## config.mk

```make
export PLATFORM = sky130hd
export DESIGN_NAME = brbs_cell
export DESIGN_NICKNAME = d
export VERILOG_FILES = /design/src/rtl/brbs_pkg.sv /design/src/rtl/brbs_cell.sv
export SDC_FILE = /design/constraint.sdc
export NUM_CORES = 1
export LEC_CHECK = 0
export BUFFER_PORTS_ARGS = -buffer_cell sky130_fd_sc_hd__buf_2
export CAP_MARGIN = 0
export CORE_AREA = 2 2 202 204
export DETAILED_ROUTE_END_ITERATION = 16
export DIE_AREA = 0 0 204 206
export MAX_ROUTING_LAYER = met4
export PLACE_DENSITY_LB_ADDON = 0.15
export RECOVER_POWER = 50
export SYNTH_ARGS = -nofsm -noshare
export SYNTH_HDL_FRONTEND = slang
export SYNTH_SLANG_ARGS = --single-unit
```

## constraint.sdc

```tcl
create_clock -name clk -period 2.8 [get_ports clk]
set_input_delay 0.28 -clock clk [delete_from_list [all_inputs] [get_ports clk]]
set_output_delay 0.28 -clock clk [all_outputs]
set_load 0.05 [all_outputs]
```

## src/rtl/brbs_pkg.sv

```systemverilog
// ----------------------------------------------------------------------------
// brbs_pkg
// Types and constants shared by the quality selector control and its cells.
// ----------------------------------------------------------------------------
`timescale 1ns / 1ps

package brbs_pkg;

    localparam int MAX_LEVELS = 8;
    localparam int LVL_W      = $clog2(MAX_LEVELS);
    localparam int SLOT_W     = 3;
    localparam int RATE_W     = 32;
    localparam int BOUND_W    = RATE_W + 9;

    localparam logic [1:0] KIND_SAMPLE = 2'd0;
    localparam logic [1:0] KIND_BUFFER = 2'd1;
    localparam logic [1:0] KIND_LADDER = 2'd2;

    localparam logic [2:0] CFG_WEIGHT    = 3'd0;
    localparam logic [2:0] CFG_RESERVOIR = 3'd1;
    localparam logic [2:0] CFG_UPPER     = 3'd2;
    localparam logic [2:0] CFG_SLACK     = 3'd3;
    localparam logic [2:0] CFG_UPSWITCH  = 3'd4;
    localparam logic [2:0] CFG_LEVELS    = 3'd5;

    // Token that walks the row of cells during a buffer update.
    typedef struct packed {
        logic              valid;
        logic              found_inst;
        logic              found_avg;
        logic [RATE_W-1:0] lim_inst;
        logic [RATE_W-1:0] lim_avg;
        logic [RATE_W-1:0] rate_zero;
        logic [RATE_W-1:0] rate_down;
        logic [RATE_W-1:0] rate_same;
        logic [RATE_W-1:0] rate_up;
    } scan_tok_t;

    // Values held steady by the control for the length of one scan.
    typedef struct packed {
        logic [BOUND_W-1:0] bound_inst;
        logic [BOUND_W-1:0] bound_avg;
        logic [LVL_W-1:0]   top;
        logic [LVL_W-1:0]   qual;
    } scan_ctl_t;

    // Ladder write broadcast to every cell.
    typedef struct packed {
        logic              en;
        logic [SLOT_W-1:0] slot;
        logic [RATE_W-1:0] data;
    } lad_wr_t;

endpackage

```

## src/rtl/brbs_cell.sv

```systemverilog
// ----------------------------------------------------------------------------
// brbs_cell
// One ladder level: holds its bit rate and updates the passing scan token.
// ----------------------------------------------------------------------------
`timescale 1ns / 1ps

module brbs_cell import brbs_pkg::*; (
    input  logic             clk,
    input  logic             rst_n,
    input  logic [LVL_W-1:0] idx,
    input  lad_wr_t          lad_wr,
    input  scan_ctl_t        scan_ctl,
    input  scan_tok_t        tok_in,
    output scan_tok_t        tok_out
);

    logic [RATE_W-1:0] ladder_reg;
    scan_tok_t         tok_reg;
    scan_tok_t         tok_next;
    logic              active;
    logic              exceed_inst;
    logic              exceed_avg;
    logic [LVL_W:0]    idx_ext;
    logic [LVL_W:0]    qual_ext;

    assign active      = idx <= scan_ctl.top;
    assign exceed_inst = BOUND_W'({ladder_reg, 8'h00}) > scan_ctl.bound_inst;
    assign exceed_avg  = BOUND_W'({ladder_reg, 8'h00}) > scan_ctl.bound_avg;
    assign idx_ext     = {1'b0, idx};
    assign qual_ext    = {1'b0, scan_ctl.qual};

    always_comb
    begin
        tok_next = tok_in;
        // The limit follows each level that does not exceed; the first one
        // that exceeds freezes it at the level below, or at level zero.
        if (active && !tok_in.found_inst)
        begin
            if (!exceed_inst || idx == '0)
            begin
                tok_next.lim_inst = ladder_reg;
            end
            tok_next.found_inst = exceed_inst;
        end
        if (active && !tok_in.found_avg)
        begin
            if (!exceed_avg || idx == '0)
            begin
                tok_next.lim_avg = ladder_reg;
            end
            tok_next.found_avg = exceed_avg;
        end
        if (idx == '0)
        begin
            tok_next.rate_zero = ladder_reg;
        end
        if (idx_ext == qual_ext)
        begin
            tok_next.rate_same = ladder_reg;
        end
        if (idx_ext + (LVL_W+1)'(1) == qual_ext)
        begin
            tok_next.rate_down = ladder_reg;
        end
        if (idx_ext == qual_ext + (LVL_W+1)'(1))
        begin
            tok_next.rate_up = ladder_reg;
        end
    end

    always_ff @(posedge clk)
    begin
        if (lad_wr.en && int'(lad_wr.slot) == int'(idx))
        begin
            ladder_reg <= lad_wr.data;
        end
    end

    always_ff @(posedge clk or negedge rst_n)
    begin
        if (!rst_n)
        begin
            tok_reg <= '0;
        end
        else
        begin
            tok_reg <= tok_next;
        end
    end

    assign tok_out = tok_reg;

endmodule

```

Yosys cells after proc, flatten, opt, wreduce, memory -nomap -nowiden
Index checks and enable logic that the tools add are counted.
- register bits after elaboration: 227
- input port bits: 324
- output and inout port bits: 195
- add/subtract/negate cells: 2
- order comparisons: 3
- equality and inequality tests: 4
- multiplexer cells: 10
- reductions and logical operators: 10
- operator list (operator ; number):
    32-bit two-way mux ; 8
    40-bit by 41-bit > comparator with 1-bit output ; 2
    3-bit by 1-bit adder with 4-bit output, second input constant ; 2
    3-bit == test ; 2
    3-bit by 4-bit == test with 1-bit output ; 1
    4-bit by 3-bit == test with 1-bit output ; 1
    1-bit zero test ; 4
    3-bit <= comparator ; 1
    1-bit logical AND ; 3
    3-bit zero test ; 1
    1-bit logical OR ; 2
    1-bit two-way mux ; 2

Longest topological paths before layout
- depth in word-level cells: 5
- mapped depth: 9
- gate-level depth less buffers: 8

Worst setup path after synthesis
OpenSTA, ideal clock, no wires.
- path kind: input -> register
- start: input idx[1]
- end: register ladder_reg[0], enable pin
- data arrival time: 2.887 ns
- data required time: 2.339 ns
- slack: -0.548 ns
- stages: 4
- cells stage by stage: clkbuf_1 > xnor2_1 > nand2_1 > nor3_1
- word-level cells in the longest chain between the ends: 2
- ends and longest elaborated chain (what ; RTL line ; RTL):
    start: declaration ; brbs_cell.sv:10 ; input logic [LVL_W-1:0] idx,
    3-bit == test ; brbs_cell.sv:73 ; if (lad_wr.en && int'(lad_wr.slot) == int'(idx))
    1-bit logical AND ; brbs_cell.sv:73 ;
    end signal: assignment ; brbs_cell.sv:75 ; ladder_reg <= lad_wr.data;
    end: declaration ; brbs_cell.sv:17 ; logic [RATE_W-1:0] ladder_reg;
Every way passes these cells.
A chain may end at the register's enable or synchronous reset.

==> impl_metrics.csv <==
group,metric,value,unit
outcome,status,"finished with violations",
cells_and_area,final_layout_size_suffix_gt1_share,53.6,%
timing,slew_viol_final,0,
timing,setup_tns,-8.67,ns
critical_path,r2r_cells,9,
synth,synth_cell_types,48,
grt,grt_max_degree,69,
timing,whs,0.294,ns
grt,grt-busiest-layer,"met2",
floorplanning,die_w,204,um
timing,worst_pin_slew,1.39,ns
cts,cts_buffers,28,
place,dpl.hpwl,31.4,mm
place,gp_congestion,0.807,
critical_path,path_max_fanout,7,
floorplanning,rows,74,
cts,clkLatencyLatePin,0.57,ns
cells_and_area,fin_area,17800,um2
critical_path,startpoint_type,"register",
synth,async_reset_ff_share,85.9,%
routing,dr.pass1.iters,4,
synth,synth_edf_count,32,
synth,syn_area_per_cell,14.3,um2
floorplanning,start_util,25.6,%
grt,use_met2,35.4,%
critical_path,critPathMostFrequentCell,"or4_4",
critical_path,critPathMaxStageDelay,0.57,ns
routing,drt-initial-drc-count,263,
grt,grt_pass1_wl,62.2,mm
cts,cts_tree,"built",
synth,synth.ff_latch_count,227,
grt,overflow,0,
routing,drc,0,
min_path,min_to,"tok_out[192]",
critical_path,r2r-start,"ladder_reg[8]",
timing,fmax,329,MHz
cts,clk_pin_slew,0.07,ns
synth,synth_seq_area_share,56.7,%
critical_path,arrival,3.48,ns
min_path,whs_path_depth,5,
routing,drt-total-wl,43.1,mm
timing,fin_ws,-0.243,ns
routing,ant_nets,0,
min_path,hold_class,"input port to register",
place,io_buffers,518,
critical_path,slowest_stage,"or4_4",
timing,maxSlewHeadroom,7.18,%
flow_run,max-cap-violations,0,
power,ir_drop,0.460,mV
cells_and_area,area_growth_syn_to_layout,72.7,%
floorplanning,design.core.area,40200,um2
timing,post-route-period-util,109,%
grt,grt_use_total,20.6,%
min_path,min_from,"scan_ctl[46]",
power,p_per_area,585,nW/um2
critical_path,r2r-end,"tok_out[153]",
power,power,10.4,mW
synth,ys_warn_count,0,
timing,hold_violations,0,
synth,synth_area,10300,um2
outcome,violations,"setup timing",
cells_and_area,nFillCells,3849,
grt,antenna_found_initial,8,
place,placed_cell_area,14100,um2
synth,synthFlopType,"dfrtp_1",
cts,numClockSinks,227,
cells_and_area,largest_register_ffs,195,
timing,rsz0062_at_grt,"true",
synth,syn-num-nets,1117,
synth,syn_inst,723,
routing,vias,9199,
grt,grt_use_met3,4.15,%
cells_and_area,nNetsFinal,1966,
floorplanning,io_pins,519,
cts,clockBufferDepth,3,
timing,clock-skew-final,0.0287,ns
timing,min_period,3.04,ns
power,p_leak,8.65,nW
grt,grt_pass1_vias,10200,
critical_path,reg2reg_slack,-0.24,ns
critical_path,critical_path.top_delay_family,"simple AND/OR/NAND/NOR gates",
floorplanning,die_area,42000,um2
critical_path,critical_path_class,"register to register",
routing,vias_per_cell,4.31,
critical_path,crit_chain,"ha_4 > nand4_1 > or4_4 > or4_4 > a21bo_1 > o21ai_4 > buf_6 > buf_12 > mux2_4",
place,detailedPlace.worstSlack,-0.296,ns
floorplanning,die_h,206,um
timing,setup_violations,64,
routing,wl_per_cell,20.2,um
cts,cts_root_buffer,"clkbuf_16",
critical_path,path_buf_inv,2,
critical_path,cp-end-kind,"register",
critical_path,cp.required,3.23,ns
grt,grt_use_met1,24.0,%
cts,h-tree-depth,1,
## cell families after synthesis
group,after synthesis,synth area share [%]
AOI/OAI and AO/OA,68,4.46
xor gates and xnor gates,7,0.595
muxes,192,22.1
DFF,227,56.7
and+or+nand+nor,68,3.86
adders and majority gates,70,8.50
buffers and inverters,91,3.83
## metal layers
metal	up-vias	wire (um)
li1	4305	-
met1	4467	17500
met2	356	21600
met3	71	2610
met4	0	1340
met5	-	0
## repair_timing
action	4_1_cts	5_1_grt
hold buffers	228	0
setup endpoints to repair	64	64
gates cloned	5	0
hold endpoints to repair	275	0
resized for setup	42	0
buffers inserted	18	1
pin swaps	14	4
## placed cells by master, fill, tap and decap left out, types with 6 or more instances in the layout
cell / netlist / layout
a21o_1: 6 / 6
a21oi_1: 28 / 27
buf_12: 3 / 7
buf_2: 3 / 503
buf_4: 0 / 61
buf_6: 0 / 11
clkbuf_1: 11 / 27
clkbuf_16: 0 / 30
dfrtp_1: 195 / 195
diode_2: 0 / 8
dlygate4sd3_1: 0 / 228
edfxtp_1: 32 / 32
ha_1: 70 / 62
ha_4: 0 / 8
inv_1: 71 / 71
mux2_2: 162 / 158
mux2_4: 30 / 34
nand2_1: 14 / 14
nand4_1: 13 / 13
nor3_1: 9 / 9
o21ai_0: 6 / 6
## worst max-delay path by stage
stage	from	end	slack, ns	depth (start not counted)
3_3_place_gp	scan_ctl[28]	tok_out[159]	-0.31	11
6_report	ladder_reg[8]	tok_out[153]	-0.24	9
4_1_cts	ladder_reg[31]	tok_out[138]	-0.27	10
5_1_grt	ladder_reg[31]	tok_out[136]	-0.34	9
2_1_floorplan	ladder_reg[7]	tok_out[129]	-0.05	8
3_5_place_dp	ladder_reg[8]	tok_out[128]	-0.30	8
## worst min-delay path, stage by stage
cell	delay [ns]
buf_2	0.12
a2bb2oi_1	0.18
nand3_1	0.08
o211ai_1	0.09
nand2b_1	0.08
## per-stage QoR
step | utilization, % | instances
floorplan | - | 723
global placement | 35.2 | 1824
detailed placement | 35.2 | 1824
CTS | 44.5 | 2126
global route | 44.3 | 2134
finish | 44.3 | 2134
## synthesized netlist by cell type, drive strengths merged, types with 2 or more instances
master | n | area share, %
a21bo | 2 | 0.19
a21o | 6 | 0.44
a21oi | 28 | 1.4
a2bb2oi | 4 | 0.34
a41o | 2 | 0.19
a41oi | 2 | 0.17
buf | 9 | 0.84
clkbuf | 11 | 0.40
dfrtp | 195 | 47
edfxtp | 32 | 9.3
ha | 70 | 8.5
inv | 71 | 2.6
mux2 | 192 | 22
nand2 | 14 | 0.51
nand2b | 2 | 0.12
nand3 | 4 | 0.19
nand4 | 14 | 0.91
nand4b | 5 | 0.42
nor2 | 5 | 0.18
nor2b | 2 | 0.12
nor3 | 9 | 0.44
nor4 | 5 | 0.30
o21a | 5 | 0.36
o21ai | 7 | 0.45
o221ai | 2 | 0.17
or4 | 5 | 0.44
xnor2 | 2 | 0.17
xor2 | 5 | 0.42
## where the power goes
part	internal [mW]	switching, mW
Combinational	1.17	1.83
Sequential	3.64	0.0812
Clock	2.16	1.52
Total	6.97	3.43
## final cells by class
class | instances | area [um2] | share of cell area [%]
flip-flops and latches | 227 | 5840 | 32.8
repair buffers | 839 | 5770 | 32.4
multi-input cells | 405 | 4300 | 24.1
clock buffers | 42 | 836 | 4.70
well taps | 532 | 666 | 3.74
inverters | 71 | 267 | 1.50
clock inverters | 10 | 100 | 0.563
diodes | 8 | 20.0 | 0.113
Power figures use the tool's default switching activity.
