$ cat config.mk
export PLATFORM = sky130hd
export DESIGN_NAME = brbs_ctrl
export DESIGN_NICKNAME = d
export VERILOG_FILES = /design/src/rtl/brbs_pkg.sv /design/src/rtl/brbs_ctrl.sv
export SDC_FILE = /design/constraint.sdc
export NUM_CORES = 2
export LEC_CHECK = 0
export BUFFER_PORTS_ARGS = -buffer_cell sky130_fd_sc_hd__buf_2
export CORE_MARGIN = 4
export CORE_UTILIZATION = 50
export CTS_CLUSTER_DIAMETER = 30
export DETAILED_ROUTE_END_ITERATION = 10
export GPL_ROUTABILITY_DRIVEN = 0
export PLACE_DENSITY_LB_ADDON = 0.12
export SETUP_SLACK_MARGIN = 0.02
export SKIP_LAST_GASP = 1
export SYNTH_ARGS = -nofsm -noshare
export SYNTH_HDL_FRONTEND = slang
export SYNTH_SLANG_ARGS = --single-unit
$ cat constraint.sdc
create_clock -name clk -period 22.4 [get_ports clk]
set_clock_uncertainty 0.05 [all_clocks]
set_input_delay 4.48 -clock clk [delete_from_list [all_inputs] [get_ports clk]]
set_output_delay 4.48 -clock clk [all_outputs]
set_load 0.01 [all_outputs]
$ cat src/rtl/brbs_pkg.sv
// ----------------------------------------------------------------------------
// brbs_pkg
// Types and constants shared by the quality selector control and its cells.
// ----------------------------------------------------------------------------
`timescale 1ns / 1ps

package brbs_pkg;

    localparam int MAX_LEVELS = 8;
    localparam int LVL_W      = $clog2(MAX_LEVELS);
    localparam int SLOT_W     = 3;
    localparam int RATE_W     = 32;
    localparam int BOUND_W    = RATE_W + 9;

    localparam logic [1:0] KIND_SAMPLE = 2'd0;
    localparam logic [1:0] KIND_BUFFER = 2'd1;
    localparam logic [1:0] KIND_LADDER = 2'd2;

    localparam logic [2:0] CFG_WEIGHT    = 3'd0;
    localparam logic [2:0] CFG_RESERVOIR = 3'd1;
    localparam logic [2:0] CFG_UPPER     = 3'd2;
    localparam logic [2:0] CFG_SLACK     = 3'd3;
    localparam logic [2:0] CFG_UPSWITCH  = 3'd4;
    localparam logic [2:0] CFG_LEVELS    = 3'd5;

    // Token that walks the row of cells during a buffer update.
    typedef struct packed {
        logic              valid;
        logic              found_inst;
        logic              found_avg;
        logic [RATE_W-1:0] lim_inst;
        logic [RATE_W-1:0] lim_avg;
        logic [RATE_W-1:0] rate_zero;
        logic [RATE_W-1:0] rate_down;
        logic [RATE_W-1:0] rate_same;
        logic [RATE_W-1:0] rate_up;
    } scan_tok_t;

    // Values held steady by the control for the length of one scan.
    typedef struct packed {
        logic [BOUND_W-1:0] bound_inst;
        logic [BOUND_W-1:0] bound_avg;
        logic [LVL_W-1:0]   top;
        logic [LVL_W-1:0]   qual;
    } scan_ctl_t;

    // Ladder write broadcast to every cell.
    typedef struct packed {
        logic              en;
        logic [SLOT_W-1:0] slot;
        logic [RATE_W-1:0] data;
    } lad_wr_t;

endpackage

$ cat src/rtl/brbs_ctrl.sv
// ----------------------------------------------------------------------------
// brbs_ctrl
// Configuration, rate averaging, scan launch and the quality decision.
// ----------------------------------------------------------------------------
`timescale 1ns / 1ps

module brbs_ctrl import brbs_pkg::*; (
    input  logic              clk,
    input  logic              rst_n,
    input  logic              start,
    input  logic [1:0]        kind,
    input  logic [31:0]       throughput_bps,
    input  logic [6:0]        buffer_fill,
    input  logic [2:0]        level_slot,
    input  logic [31:0]       level_rate_bps,
    input  logic              cfg_we,
    input  logic [2:0]        cfg_index,
    input  logic [8:0]        cfg_data,
    input  scan_tok_t         tok_last,
    output scan_tok_t         tok_first,
    output scan_ctl_t         scan_ctl,
    output lad_wr_t           lad_wr,
    output logic              busy,
    output logic              done,
    output logic [2:0]        quality_index,
    output logic [31:0]       selected_rate_bps
);

    typedef enum logic [2:0] {
        ST_IDLE = 3'b001,
        ST_AVG  = 3'b010,
        ST_SCAN = 3'b100
    } state_t;

    state_t             state_reg, state_next;
    logic [8:0]         weight_reg;
    logic [6:0]         reservoir_reg;
    logic [6:0]         upper_reg;
    logic [8:0]         slack_reg;
    logic [7:0]         upsw_reg;
    logic [3:0]         levels_reg;

    logic [RATE_W-1:0]  instant_reg, instant_next;
    logic [RATE_W-1:0]  avg_reg, avg_next;
    logic [RATE_W-1:0]  sample_reg;
    logic [BOUND_W-1:0] p_old_reg;
    logic [BOUND_W-1:0] bound_inst_reg, bound_avg_reg;
    logic [6:0]         fill_reg;
    logic [LVL_W-1:0]   quality_reg, quality_next;
    logic [7:0]         run_reg, run_next;
    logic [RATE_W-1:0]  current_reg, current_next;
    logic               launch_reg;
    logic               done_reg;

    logic               accept;
    logic               decide;
    logic [8:0]         w_sat, s_sat, inv_w;
    logic [LVL_W-1:0]   top_lvl;
    logic [6:0]         fill_sat;
    logic [BOUND_W:0]   avg_acc;
    logic [7:0]         up_thr;
    logic [7:0]         run_inc;

    assign busy   = state_reg != ST_IDLE;
    assign accept = start && !busy;
    assign decide = (state_reg == ST_SCAN) && tok_last.valid;

    assign w_sat    = (weight_reg > 9'd256) ? 9'd256 : weight_reg;
    assign s_sat    = (slack_reg > 9'd256) ? 9'd256 : slack_reg;
    assign inv_w    = 9'd256 - w_sat;
    assign fill_sat = (buffer_fill > 7'd100) ? 7'd100 : buffer_fill;
    assign up_thr   = (upsw_reg == 8'd0) ? 8'd1 : upsw_reg;
    assign run_inc  = (run_reg == 8'hFF) ? run_reg : run_reg + 8'd1;
    assign avg_acc  = (BOUND_W+1)'(p_old_reg)
                    + (BOUND_W+1)'(BOUND_W'(inv_w) * BOUND_W'(sample_reg));

    always_comb
    begin
        if (levels_reg == 4'd0)
        begin
            top_lvl = '0;
        end
        else if (int'(levels_reg) > MAX_LEVELS)
        begin
            top_lvl = LVL_W'(MAX_LEVELS - 1);
        end
        else
        begin
            top_lvl = LVL_W'(levels_reg - 4'd1);
        end
    end

    always_comb
    begin
        state_next   = state_reg;
        instant_next = instant_reg;
        avg_next     = avg_reg;
        quality_next = quality_reg;
        run_next     = run_reg;
        current_next = current_reg;
        unique case (state_reg)
            ST_IDLE:
            begin
                if (accept && kind == KIND_SAMPLE)
                begin
                    instant_next = throughput_bps;
                    if (avg_reg == '0)
                    begin
                        avg_next = throughput_bps;
                    end
                    else
                    begin
                        state_next = ST_AVG;
                    end
                end
                else if (accept && kind == KIND_BUFFER)
                begin
                    state_next = ST_SCAN;
                    if (quality_reg > top_lvl)
                    begin
                        quality_next = top_lvl;
                    end
                end
            end
            ST_AVG:
            begin
                avg_next   = avg_acc[RATE_W+7:8];
                state_next = ST_IDLE;
            end
            ST_SCAN:
            begin
                if (decide)
                begin
                    state_next = ST_IDLE;
                    if (fill_reg < reservoir_reg)
                    begin
                        run_next     = '0;
                        quality_next = '0;
                        current_next = tok_last.rate_zero;
                    end
                    else if (fill_reg < upper_reg)
                    begin
                        run_next     = '0;
                        current_next = tok_last.rate_same;
                        if (current_reg > tok_last.lim_inst)
                        begin
                            if (quality_reg != '0)
                            begin
                                quality_next = quality_reg - LVL_W'(1);
                                current_next = tok_last.rate_down;
                            end
                        end
                        else if (current_reg < tok_last.lim_inst)
                        begin
                            if (quality_reg < scan_ctl.top)
                            begin
                                quality_next = quality_reg + LVL_W'(1);
                                current_next = tok_last.rate_up;
                            end
                        end
                    end
                    else
                    begin
                        current_next = tok_last.rate_same;
                        if (current_reg < tok_last.lim_avg)
                        begin
                            run_next = run_inc;
                            if (run_inc >= up_thr && quality_reg < scan_ctl.top)
                            begin
                                run_next     = '0;
                                quality_next = quality_reg + LVL_W'(1);
                                current_next = tok_last.rate_up;
                            end
                        end
                    end
                end
            end
            default:
            begin
                state_next = ST_IDLE;
            end
        endcase
    end

    always_ff @(posedge clk or negedge rst_n)
    begin
        if (!rst_n)
        begin
            state_reg     <= ST_IDLE;
            weight_reg    <= 9'd205;
            reservoir_reg <= 7'd25;
            upper_reg     <= 7'd100;
            slack_reg     <= 9'd205;
            upsw_reg      <= 8'd15;
            levels_reg    <= 4'd1;
            instant_reg   <= '0;
            avg_reg       <= '0;
            quality_reg   <= '0;
            run_reg       <= '0;
            current_reg   <= '0;
            launch_reg    <= 1'b0;
            done_reg      <= 1'b0;
        end
        else
        begin
            state_reg   <= state_next;
            instant_reg <= instant_next;
            avg_reg     <= avg_next;
            quality_reg <= quality_next;
            run_reg     <= run_next;
            current_reg <= current_next;
            launch_reg  <= accept && kind == KIND_BUFFER;
            done_reg    <= decide;
            if (cfg_we)
            begin
                unique case (cfg_index)
                    CFG_WEIGHT:    weight_reg    <= cfg_data;
                    CFG_RESERVOIR: reservoir_reg <= cfg_data[6:0];
                    CFG_UPPER:     upper_reg     <= cfg_data[6:0];
                    CFG_SLACK:     slack_reg     <= cfg_data;
                    CFG_UPSWITCH:  upsw_reg      <= cfg_data[7:0];
                    CFG_LEVELS:    levels_reg    <= cfg_data[3:0];
                    default:       ;
                endcase
            end
        end
    end

    // Operand and bound registers; they carry no control meaning.
    always_ff @(posedge clk)
    begin
        if (accept)
        begin
            sample_reg     <= throughput_bps;
            p_old_reg      <= BOUND_W'(w_sat) * BOUND_W'(avg_reg);
            bound_inst_reg <= BOUND_W'(s_sat) * BOUND_W'(instant_reg);
            bound_avg_reg  <= BOUND_W'(s_sat) * BOUND_W'(avg_reg);
            fill_reg       <= fill_sat;
        end
    end

    always_comb
    begin
        tok_first       = '0;
        tok_first.valid = launch_reg;
    end

    assign scan_ctl.bound_inst = bound_inst_reg;
    assign scan_ctl.bound_avg  = bound_avg_reg;
    assign scan_ctl.top        = top_lvl;
    assign scan_ctl.qual       = quality_reg;

    assign lad_wr.en   = accept && kind == KIND_LADDER && int'(level_slot) < MAX_LEVELS;
    assign lad_wr.slot = level_slot;
    assign lad_wr.data = level_rate_bps;

    assign done              = done_reg;
    assign quality_index     = 3'(quality_reg);
    assign selected_rate_bps = current_reg;

endmodule

=== Yosys cells after proc, flatten, opt, wreduce, memory -nomap -nowiden ===
Cells that the tools add are included.

* Register bits after elaboration: 317
* Bits in latches: 0
* RAM bits: 0
* Memory bits (read-only): 0
* Input port bits: 287
* Output and inout port bits: 356
* Word-level logic and storage cells: 133
* Memories kept: 0

* $add $sub $neg: 6
* $mul: 4
* Div/mod/pow operators: 0
* Order comparisons: 12
* Equal/unequal tests: 25
* Shifts and indexed selects: 0
* Multiplexer cells: 39
* Bitwise gates (word level): 0
* Reductions and logical operators: 28

{| class="wikitable"
|+ Operators with widths
! cell !! count
|-
| $mux W32 || 10
|-
| $mul A9 B32 Y41 || 2
|-
| $mul A9 B32 Y40 || 2
|-
| $lt A32 B32 Y1 || 2
|-
| $pmux W32 S2 || 1
|-
| $mux W3 || 18
|-
| $mux W8 || 6
|-
| $add A40 B40 Y40 || 1
|-
| $gt A32 B32 Y1 || 1
|-
| $logic_not A32 Y1 || 1
|-
| $gt A9 B9 Y1 const B || 2
|-
| $mux W9 || 2
|-
| $reduce_and A2 Y1 || 8
|-
| $lt A7 B7 Y1 || 2
|-
| $ne A2 B2 Y1 const B || 6
|-
| $pmux W3 S2 || 2
|-
| $ne A5 B3 Y1 const B || 2
|-
| $reduce_and A10 Y1 || 1
|-
| $eq A3 B2 Y1 const B || 3
|-
| $eq A3 B3 Y1 const B || 3
|-
| $reduce_and A3 Y1 || 3
|-
| $sub A9 B9 Y9 const A || 1
|-
| $add A8 B1 Y8 const B || 1
|-
| $eq A8 B8 Y1 const B || 1
|-
| 22 further kinds || 33
|}

=== Longest topological paths before layout ===
* Depth after elaboration: 11
* Gate-level depth with buffers: 29
* Mapped depth without buffers: 27

=== Worst setup path after synthesis ===
OpenSTA, ideal clock, no wires.

* Path kind: input to output
* Start: in start
* End: out lad_wr[35] (netlist name)
* Data arrival time: 4935 ps
* Data required time: 17870 ps
* Path slack: 12935 ps
* Cell stages on the path: 2
* Cells stage by stage: nand3_1 -> nor3b_1

{| class="wikitable"
|+ RTL lines
! what !! RTL line !! RTL
|-
| start: declaration || brbs_ctrl.sv:10 || <nowiki>input logic start,</nowiki>
|-
| end: declaration || brbs_ctrl.sv:22 || <nowiki>output lad_wr_t lad_wr,</nowiki>
|}

==> flow_summary.yaml <==
cts:
  cts_buffer_depth: 3
  cts.htree.levels: 3
  cts_buffers: 94
  cts.sinks: 317
  clk_latency_ps: 690
  ctsResizeCount: 0
  cts_root_buffer: "clkbuf_16"
  ctsHoldBuffers: 0
  cts_tree: "built"
  post_cts.repair.setup_buffers: 0
  clk_pin_slew_ps: 40
grt:
  grt_max_degree: 93
  gr-total-overflow: 0
  antenna_found_initial: 8
  grt_pass1_vias: 41620
  grt_pass1_wl_um: 229200
  grtUsageTotal: 0.2672
routing:
  num_vias: 39640
  routed_wl_um: 142500
  ant_nets: 0
  wl_per_cell_um: 18.89
  vias_per_cell: 5.253
  dr.pass1.iters: 5
  drc_errors: 0
  drt_iter0_drc: 2441
critical_path:
  cp_top_family: "simple AND/OR/NAND/NOR gates"
  crit_fanout: 5
  setup.worst_path.end_class: "output port"
  worstReg2RegEnd: "avg_reg[31]"
  crit_path_frequent_cell: "buf_2"
  crit_slowest_cell: "nor3b_1"
  r2r_cells: 26
  cp.required_ps: 17870
  crit_arrival_ps: 5240
  crit_path_start_kind: "primary input"
  r2r_slack_ps: 13470
  crit_path_start: "start"
  path_class: "primary input to output port"
  cp_cell_sequence: "buf_2 -> nand3_1 -> nor3b_1 -> buf_2"
  r2r-start: "weight_reg[8]"
  crit_buf_inv: 2
  critPathMaxStageDelay_ps: 240
finish:
  final_cell_mix: "inv_1, nand2_1, fa_1"
  fillers: 9480
  multi_input_area_um2: 36610
  utilization: 0.5595
  final_nets: 7583
  final_common_cell: "inv_1"
  syn_to_final_growth_pct: 11.02
  seq_area_um2: 8767
  drive_gt1_frac: 0.1192
  design_area_um2: 57910
min_path:
  hp-start: "weight_reg[1]"
  worstHoldEndpoint: "weight_reg[1]"
  hold-path-cell-count: 1
  hold_path_class: "register to register"
floorplanning:
  chipHeight_um: 331.0
  io_pins: 643
  core_um2: 103500
  die_w_um: 331.0
  dieArea_um2: 109600
  initial_utilization: 0.5040
  rows: 118
timing:
  grt_setup_unrepaired: "false"
  fmax_ghz: 0.1024
  fin_crit_sh: 0.4360
  worst_slew_pin_slew_ps: 1274
  finalCriticalPeriod_ps: 9765
  setup_violations: 0
  final-hold-violation-count: 0
  final.setup.tns_ps: 0
  drv_slew: 0
  slew_headroom: 0.1504
placed_design:
  place_area_um2: 54300
  port-buffer-count: 376
  dp_hpwl_um: 108500
yosys:
  synth_cell_type_count: 79
  async_flop_share: 0.4921
  ys_dominant_reg_cell: "edfxtp_1"
  yosysSeqAreaShare: 0.1681
  synth_area_um2: 52160
  synth_warnings: 0
  synth_top_area_share: 0.3362
  synth_edf_count: 161
  yosysTopAreaCell: "fa_1"
  synth_seq_cells: 317
  syn_inst: 5873
  avgSynthCellArea_um2: 8.881
  synth.area.top_cells: "fa_1, inv_1, edfxtp_1"
flow_run:
  cap_violations: 0
outcome:
  status: "completed"
## worst max path at each step
stage	slack, ps	cells past startpoint	endpoint
5_1_grt	12560	4	lad_wr[35]
6_report	12630	4	lad_wr[35]
3_5_place_dp	12640	4	lad_wr[35]
3_3_place_gp	12630	4	lad_wr[35]
2_1_floorplan	12930	2	lad_wr[35]
4_1_cts	12640	4	lad_wr[35]
## Yosys cell counts, types with 6 or more instances
library cell	instances
a211o_1	7
a211oi_1	48
a21o_1	70
a21oi_1	230
a31oi_1	16
and2_1	274
and3_1	15
buf_1	39
buf_2	7
buf_4	234
clkbuf_1	233
dfrtp_1	134
dfstp_2	22
edfxtp_1	161
fa_1	876
ha_1	337
inv_1	1291
mux2_2	60
mux2i_1	34
nand2_1	961
nand2b_1	27
nand3_1	37
nand4_1	21
nor2_1	156
nor2b_1	71
nor3_1	29
nor4_1	12
o211ai_1	11
o21a_1	17
o21ai_0	101
o21bai_1	14
o22ai_1	33
o31a_1	6
o31ai_1	14
o32a_1	29
or2_2	9
xnor2_1	102
xor2_1	48
## per-stage QoR
| stage | instances | hold slack, ps | setup WS (ps) |
|---|---|---|---|
| 2_1_floorplan | 6066 | 421.2 | 12930 |
| 3_3_place_gp | 7367 | 435.9 | 12630 |
| 3_5_place_dp | 7367 | 444.0 | 12640 |
| 4_1_cts | 7544 | 452.5 | 12640 |
| 5_1_grt | 7546 | 469.3 | 12560 |
| 6_report | 7547 | 448.6 | 12630 |
## cell families (layout without fill, tap and decap cells)
logic type / Yosys count / after routing / share of synthesized area
flops: 317 / 317 / 0.1681
mux: 95 / 95 / 0.01991
simple gates: 1638 / 1638 / 0.1422
buf+inv: 1808 / 1906 / 0.1475
xor+xnor: 150 / 150 / 0.02519
other cells: 1 / 197 / 0.00007189
compound gates: 651 / 651 / 0.07995
fa+ha+maj: 1213 / 1213 / 0.4171
## worst register-to-register path, cell delays in order, from the launching register on
cell       delay (ps)
dfrtp_1           350
buf_4             320
nor2b_4           180
buf_4             690
inv_1             160
ha_1              270
nand2_1           220
nor3_1            150
xnor2_4           810
nand2_1           200
fa_1              530
fa_1              490
inv_1              50
fa_1              450
fa_1              500
fa_1              410
ha_1              330
a211oi_1          320
nand2_1           150
o2111ai_1         250
o211ai_1          300
a31oi_1           540
o21ai_1           270
a211o_1           340
a21oi_1           210
xnor2_1           140
a21oi_1            80
## area by class of cell
class | count | share of cell area
multi-input cells | 3941 | 0.6322
flip-flops and latches | 317 | 0.1514
inverters | 1292 | 0.08383
clock buffers | 111 | 0.04310
repair buffers | 437 | 0.04051
well taps | 1380 | 0.02982
clock inverters | 66 | 0.01906
diodes | 3 | 0.0001296
## routing by layer
metal,GRT usage,up-vias,share of wire,wire (um)
li1,-,17910,-,-
met2,0.4480,1310,0.48,68430
met5,0,-,0.000091,13
met4,0.09645,2,0.036,5195
met3,0.04369,269,0.069,9849
met1,0.3525,20150,0.41,59060
Power is not shown: default switching activity piles up to over one toggle a cycle in this logic, so the estimate is an artifact.
